`config.mk`:
```
export PLATFORM = sky130hd
export DESIGN_NAME = efc_ctrl
export DESIGN_NICKNAME = d
export VERILOG_FILES = /design/src/design/efc_pkg.sv /design/src/design/efc_ctrl.sv
export SDC_FILE = /design/constraint.sdc
export NUM_CORES = 1
export LEC_CHECK = 0
export BUFFER_PORTS_ARGS = -buffer_cell sky130_fd_sc_hd__buf_2
export CORE_AREA = 2 2 39 41
export CTS_CLUSTER_DIAMETER = 30
export DETAILED_ROUTE_END_ITERATION = 10
export DIE_AREA = 0 0 41 43
export SYNTH_ARGS = -nofsm -noshare
export SYNTH_HDL_FRONTEND = slang
export SYNTH_SLANG_ARGS = --single-unit
```
`constraint.sdc`:
```
create_clock -name clock -period 3.15 [get_ports clock]
set_input_delay 0.1575 -clock clock [delete_from_list [all_inputs] [get_ports clock]]
set_output_delay 0.1575 -clock clock [all_outputs]
set_load 0.02 [all_outputs]
```
`src/design/efc_pkg.sv`:
```
package efc_pkg;

   // Field widths of the sample path and the coefficient path.
   localparam int SAMPLE_BITS = 24;
   localparam int COEF_BITS = 16;
   localparam int FRAC_BITS = SAMPLE_BITS - 3;
   localparam int MAG_BITS = SAMPLE_BITS - 1;
   localparam int GAIN_BITS = COEF_BITS + 1;
   localparam int RATIO_BITS = COEF_BITS + 1;
   localparam int MAKEUP_BITS = 16;
   localparam int MAKEUP_FRAC = 14;

   // Widths of the intermediate products and of the divider step counter.
   localparam int ACC_BITS = MAG_BITS + GAIN_BITS;
   localparam int NUM_BITS = MAG_BITS + COEF_BITS;
   localparam int T_BITS = SAMPLE_BITS;
   localparam int M_BITS = SAMPLE_BITS + MAKEUP_BITS - MAKEUP_FRAC;
   localparam int STEP_BITS = $clog2(GAIN_BITS + 1);

   // The configuration data port is as wide as the widest register.
   localparam int CFG_WIDE_BITS = (MAG_BITS > COEF_BITS) ? MAG_BITS : COEF_BITS;
   localparam int CSR_DATA_BITS = (CFG_WIDE_BITS > MAKEUP_BITS) ? CFG_WIDE_BITS : MAKEUP_BITS;

   // Unity gain, rounding constants and the envelope floor.
   localparam logic [GAIN_BITS-1:0] GAIN_ONE = GAIN_BITS'(1) << COEF_BITS;
   localparam logic [ACC_BITS-1:0] COEF_HALF = ACC_BITS'(1) << (COEF_BITS - 1);
   localparam logic [T_BITS+GAIN_BITS-1:0] T_HALF = (T_BITS + GAIN_BITS)'(1) << (COEF_BITS - 1);
   localparam logic [T_BITS+MAKEUP_BITS-1:0] M_HALF =
      (T_BITS + MAKEUP_BITS)'(1) << (MAKEUP_FRAC - 1);
   localparam logic [MAG_BITS-1:0] ENV_FLOOR = MAG_BITS'((64'(1) << FRAC_BITS) / 10000);

   // Register reset values.
   localparam logic [COEF_BITS-1:0] ATTACK_RESET = COEF_BITS'(52241);
   localparam logic [COEF_BITS-1:0] RELEASE_RESET = COEF_BITS'(65387);
   localparam logic [MAG_BITS-1:0] KNEE_RESET = MAG_BITS'(1614807);
   localparam logic [MAKEUP_BITS-1:0] MAKEUP_RESET = MAKEUP_BITS'(16384);

   // Register indexes on the configuration port.
   typedef enum logic [1:0] {
      CSR_ATTACK,
      CSR_RELEASE,
      CSR_KNEE,
      CSR_MAKEUP
   } csr_index_type;

   typedef struct packed {
      logic [COEF_BITS-1:0]   attack_coef;
      logic [COEF_BITS-1:0]   release_coef;
      logic [MAG_BITS-1:0]    knee_threshold;
      logic [MAKEUP_BITS-1:0] makeup_gain;
   } cfg_type;

   // Commands from the controller to the datapath.
   typedef struct packed {
      logic load;
      logic env_mul;
      logic env_upd;
      logic gain_prep;
      logic div_start;
      logic div_take;
      logic mul_t;
      logic mul_m;
      logic out_load;
   } ctrl_cmd_type;

   // Status from the datapath to the controller.
   typedef struct packed {
      logic compress;
      logic div_done;
      logic out_free;
   } ctrl_status_type;

   typedef enum logic [3:0] {
      ST_IDLE,
      ST_ENV_MUL,
      ST_ENV_UPD,
      ST_GAIN_PREP,
      ST_DIV_LOAD,
      ST_DIVIDE,
      ST_MUL_T,
      ST_MUL_M,
      ST_OUTPUT
   } ctrl_state_type;

endpackage

```
`src/design/efc_ctrl.sv`:
```
module efc_ctrl (
   input  logic                       clock,
   input  logic                       reset,
   input  logic                       req_valid,
   output logic                       req_stall,
   input  efc_pkg::ctrl_status_type   status,
   output efc_pkg::ctrl_cmd_type      cmd
);
   import efc_pkg::*;

   ctrl_state_type state_ff, state_in;

   // State register.
   always_ff @(posedge clock) begin
      if (reset) begin
         state_ff <= ST_IDLE;
      end else begin
         state_ff <= state_in;
      end
   end

   // Sequence of one item through the datapath. The input stays stalled
   // during reset so that no item is taken then.
   always_comb begin
      state_in = state_ff;
      cmd = '0;
      req_stall = 1'b1;
      unique case (state_ff)
         ST_IDLE: begin
            req_stall = reset;
            if (req_valid && !reset) begin
               cmd.load = 1'b1;
               state_in = ST_ENV_MUL;
            end
         end
         ST_ENV_MUL: begin
            cmd.env_mul = 1'b1;
            state_in = ST_ENV_UPD;
         end
         ST_ENV_UPD: begin
            cmd.env_upd = 1'b1;
            state_in = ST_GAIN_PREP;
         end
         ST_GAIN_PREP: begin
            cmd.gain_prep = 1'b1;
            state_in = status.compress ? ST_DIV_LOAD : ST_MUL_T;
         end
         ST_DIV_LOAD: begin
            cmd.div_start = 1'b1;
            state_in = ST_DIVIDE;
         end
         ST_DIVIDE: begin
            if (status.div_done) begin
               cmd.div_take = 1'b1;
               state_in = ST_MUL_T;
            end
         end
         ST_MUL_T: begin
            cmd.mul_t = 1'b1;
            state_in = ST_MUL_M;
         end
         ST_MUL_M: begin
            cmd.mul_m = 1'b1;
            state_in = ST_OUTPUT;
         end
         ST_OUTPUT: begin
            if (status.out_free) begin
               cmd.out_load = 1'b1;
               state_in = ST_IDLE;
            end
         end
         default: begin
            state_in = ST_IDLE;
         end
      endcase
   end

   // A result is only written into a free output register.
   a_out_free: assert property (@(posedge clock) disable iff (reset)
      cmd.out_load |-> status.out_free)
      else $error("output register overwritten");

   // The divider only finishes while the controller waits for it.
   a_done_in_divide: assert property (@(posedge clock) disable iff (reset)
      status.div_done |-> (state_ff == ST_DIVIDE))
      else $error("divider finished outside the divide state");

endmodule
```
==> results of run 1 <==
[through the flow]
stage / hold slack, ps / cells / cell area, µm²
after global placement: 402 / 66 / 358
after floorplan: 230 / 37 / 270
after global routing: 158 / 69 / 380
final: 152 / 69 / 380
after detailed placement: 396 / 66 / 358
after CTS: 145 / 69 / 380
[placed cells by master (no fill, tap or decap), drive strengths merged, types with 2 or more instances in the layout]
cell / n
nor2: 6
o21ai: 2
nor4: 2
inv: 2
clkbuf: 3
buf: 15
dfxtp: 4
nand2: 3
nor3: 4
nand2b: 3
[where the power goes]
group	internal [W]	switching, W	leakage [nW]
clock network	0.0000425	0.0000195	0.0138
logic	0.0000174	0.0000220	0.128
registers	0.0000543	0.00000708	0.0328
total	0.000114	0.0000486	0.175
[final timing paths]
| check | slack [ps] | to |
|---|---|---|
| setup / recovery | 1470 | cmd[8] |
| hold / removal | 150 | state_ff[3] |
| setup reg to reg | 2050 | state_ff[3] |
| hold reg to reg | 550 | state_ff[0] |
[metal layers]
metal	vias to the layer above	part of all wire (%)	GRT usage (%)
li1	163	-	-
met4	0	0	2.00
met2	12	41	10.3
met5	-	0	0
met3	0	9.7	6.28
met1	127	49	10.6
[critical path: cells and delay by family (launching register included)]
kind	cells	cell delay (ps)
buf+inv	1	160
flops	1	350
simple gates	3	780
[cell families (layout without fill, tap and decap cells)]
kind of cell,count (synthesis),in the layout,share of synthesized area [%]
xor gates and xnor gates,1,1,3.24
buffers and inverters,4,20,5.56
AOI/OAI and AO/OA,6,6,15.7
DFF,4,4,29.6
and+or+nand+nor,22,22,45.8
[layout make-up]
cell class | instances | area, µm²
Inverter | 2 | 7.51
Tap cell | 16 | 20.0
Clock buffer | 3 | 22.5
Timing Repair Buffer | 15 | 75.1
Multi-Input combinational cell | 29 | 175
Sequential cell | 4 | 80.1
Fill cell | 158 | 1000
==> metrics, run 1 <==
Tot Pwr between 0.00015 and 0.0002 W; antenna violations before repair 0; reg-to-reg startpoint state_ff[2]; DR pass1 iterations 3; post-synthesis register bit count 4; port bufs 15; Worst Skew between 1.5 and 2 ps; ant diodes 0; worst hold path type in2reg; Initial Util 19.5%; status finished clean; Yosys top cell by area dfxtp_1; Routed Antenna Nets 0; most frequent cell after synthesis nor2_1; largest net degree at the start of global routing 13; max cap viols 0; final wirelength 640 µm; clk sink count 4; minimum clock period 1680 ps; post-DP HPWL just over 500 µm; sequential element share of the synthesized area approximately 30%; number of enable flip-flop cells after synthesis 0; CTS resizes 0; Least-Margin Pin Slew approximately 330 ps; Synth Instances 37; CP max FO 7; die area approximately 1800 µm²; Net Count, Synth 43; WP data arrival 1530 ps; # rows 14; DR vias/cell ~4.4; cell area after synthesis 270 µm²; Setup Fix Bufs, Post-CTS 0; global-route wire length before repair between 900 and 1000 µm; Critical-path top delay cell or4_4; Max Clk Rate 594 MHz; post-route setup slack approximately 1500 ps; layout net count 61; Die Ht 43 µm; max FFs per register 4; CTS HTree Levels 1; Max transition margin roughly 78%; Synth Flop Type dfxtp_1; worst vdd ir around 0.0002 V; Post-route DRC 0; largest cells by area after synthesis dfxtp_1, nor3_1, nand2b_1, nor2_1, nor4_1; RSZ-0062 raised after global routing false; clk slew on worst S/H paths 40 ps; routed len/inst ~9.3 µm; YS warnings 0; Slew Viols, Final 0; clk_lat worst skew 230 ps; Longest Clk Path Bufs 2; final hold vios 0; hold path start reset; Mean Syn Cell Area roughly 7.3 µm²; critical path capture point type primary output; Starting DRT DRC Count 5; Setup-failing EPs final 0; layout cells sized above 1 39.6%; Synth cell types 19; total I/O pin count 16; max incr delay on CP 420 ps; Synth top cells by count nor2_1, dfxtp_1, nor3_1, nand2_1, nand2b_1; largest reg by FF count state_ff; area grow syn2layout 40.7%; hold path depth 2; via count 302; Core Box Area approximately 1400 µm²; period utilization a little over half; top flop regs state_ff x4; DP Worst Slack approximately 1700 ps; PD cells about 430 nW/µm²; critical path class reg2out; CP Cell Sequence or2_4, or4_4, nor2_2, buf_2; Post-CTS Hold Buffers 0; Placer Congestion ~0.77; Synth top area share between 20% and 30%; Leak 0.175 nW; All-Layer GR Usage under 10%; GR Overflow Total 0; vias in the first global route approximately 240; Num CTS Buffers 3; startpoint class of the critical path flop; Setup TNS 0 ps; CTS tree built; chip width roughly 41 µm; Root Driver clkbuf_4; Worst Reg-to-Reg Cells 3; Core Util, Final between 20% and 30%; Critical path origin state_ff[2]; Worst EP required around 3000 ps; ys async rst share 0%
(Power assumes the default switching activity.)
==> run 2: changes to the inputs <==
clock period = 1.6 ns   (was 3.15 ns; I/O delays follow)
==> run 2 against run 1 <==
Against the previous run:
- sequential share of layout area fell by 0.49 points
- wire length up 15%
- total power grew 110%
- via count up 10%
- largest power group unchanged
==> metrics, run 2 (synthesis results as in run 1) <==
# rows 14; WP data arrival ~1500 ps; Starting DRT DRC Count 11; Initial Util about a fifth; hold path depth 2; Die Ht about 43 µm; Sequential Area 82.6 µm²; final hold vios 0; placed cell count 67; area grow syn2layout 48.6%; commonest non-fill, non-tap cell in the layout buf_2; ant diodes 0; minimum clock period around 1600 ps; largest reg by FF count state_ff; DP Area around 370 µm²; port bufs 15; chip width 41 µm; Post-route DRC 0; post-route cell area about 400 µm²; max FFs per register 4; DR pass1 iterations 4; worst hold path type in2reg; register-to-register setup slack between 500 and 600 ps; CTS HTree Levels 1; RSZ-0062 raised after global routing true; layout net count 62; via count between 300 and 400; Fillers 168; top flop regs state_ff x4; Longest Clk Path Bufs 2; All-Layer GR Usage 9.86%; CTS tree built; clk_lat worst skew 240 ps; Root Driver clkbuf_4; most frequent cells in the layout buf_2, nor2_1, nor3_1; clk slew on worst S/H paths 40 ps; routed len/inst roughly 10 µm; Setup-failing EPs final 0; area of the multi-input gates between 150 and 200 µm²; hold_ws around 68 ps; GR Overflow Total 0; Setup TNS 0 ps; Worst EP required approximately 1500 ps; vias in the first global route around 260; Hold Crit Endpoint state_ff[3]; largest net degree at the start of global routing 12; Leak 0.182 nW; Least-Margin Pin Slew ~350 ps; startpoint class of the critical path flop; Max Clk Rate 636 MHz; Core Box Area ~1400 µm²; reg-to-reg startpoint state_ff[3]; critical path capture point type primary output; DR vias/cell 4.76; worst flop-to-flop path endpoint state_ff[3]; max cap viols 0; Critical path origin state_ff[2]; Max transition margin 76.5%; Num CTS Buffers 3; Routed Antenna Nets 0; global-route wire length before repair between 1000 and 1500 µm; Slew Viols, Final 0; critical path class reg2out; Post-Layout Cell Count 70; Worst Reg-to-Reg Cells 3; status finished clean; clk sink count 4; worst vdd ir 0.000252 V; Worst Skew around 4.7 ps; final wirelength 734 µm; die area 1760 µm²; Tot Pwr 0.000339 W; total I/O pin count 16; PD cells 845 nW/µm²; CP max FO 7; layout cells sized above 1 44.4%; Placer Congestion roughly 0.80; antenna violations before repair 0; hold path start reset; period utilization a little over nine tenths; post-DP HPWL ~560 µm
==> run 2: changes by cell type in the layout (fill, tap and decap cells not counted), sizes merged <==
cell  previous run  this run
buf             15        16
==> run 2: how the worst max path moves through the flow <==
stage / endpoint / slack (ps) / depth (start not counted)
5_1_grt: cmd[8] / -30 / 4
4_1_cts: cmd[8] / 3 / 4
2_1_floorplan: cmd[3] / 210 / 2
3_5_place_dp: cmd[8] / 220 / 4
6_report: cmd[8] / 30 / 4
3_3_place_gp: cmd[8] / 230 / 4
==> run 2: metal layers <==
metal | global-route usage (%) | vias to the layer above | wire, µm
met5 | 0 | - | 0
met4 | 6.00 | 0 | 0
met3 | 6.28 | 0 | 60
met2 | 10.6 | 16 | 322
met1 | 13.9 | 151 | 352
li1 | - | 166 | -
==> run 2: final cells by class <==
type	count	area share, %
Timing Repair Buffer	16	22.1
Multi-Input combinational cell	29	44.9
Sequential cell	4	20.6
Clock buffer	3	5.61
Tap cell	16	4.98
Inverter	2	1.87
==> run 2: where the power goes <==
part,switching [W],internal (W),total [W]
Clock,0.0000450,0.0000842,0.000129
Combinational,0.0000532,0.0000405,0.0000937
Sequential,0.00000876,0.000108,0.000117
Total,0.000107,0.000232,0.000339
==> run 2: what timing repair did <==
action | in CTS | in global routing
setup endpoints to repair | 1 | 1
buffers inserted | 0 | 0
gates resized for setup | 2 | 3
hold buffers | 0 | 0
==> run 2: worst max-delay path, stage by stage (launching register included) <==
cell and delay (ps):
dfxtp_2 350, or2_4 270, or4_4 440, nor2_4 100, buf_6 120
==> run 2: through the flow <==
| stage | setup WS [ps] | util [%] |
|---|---|---|
| 4_1_cts | 2.60 | 28.2 |
| 3_3_place_gp | 229 | 26.4 |
| 5_1_grt | -32.3 | 29.0 |
| 3_5_place_dp | 221 | 26.4 |
| 6_report | 26.7 | 29.0 |
| 2_1_floorplan | 214 | - |
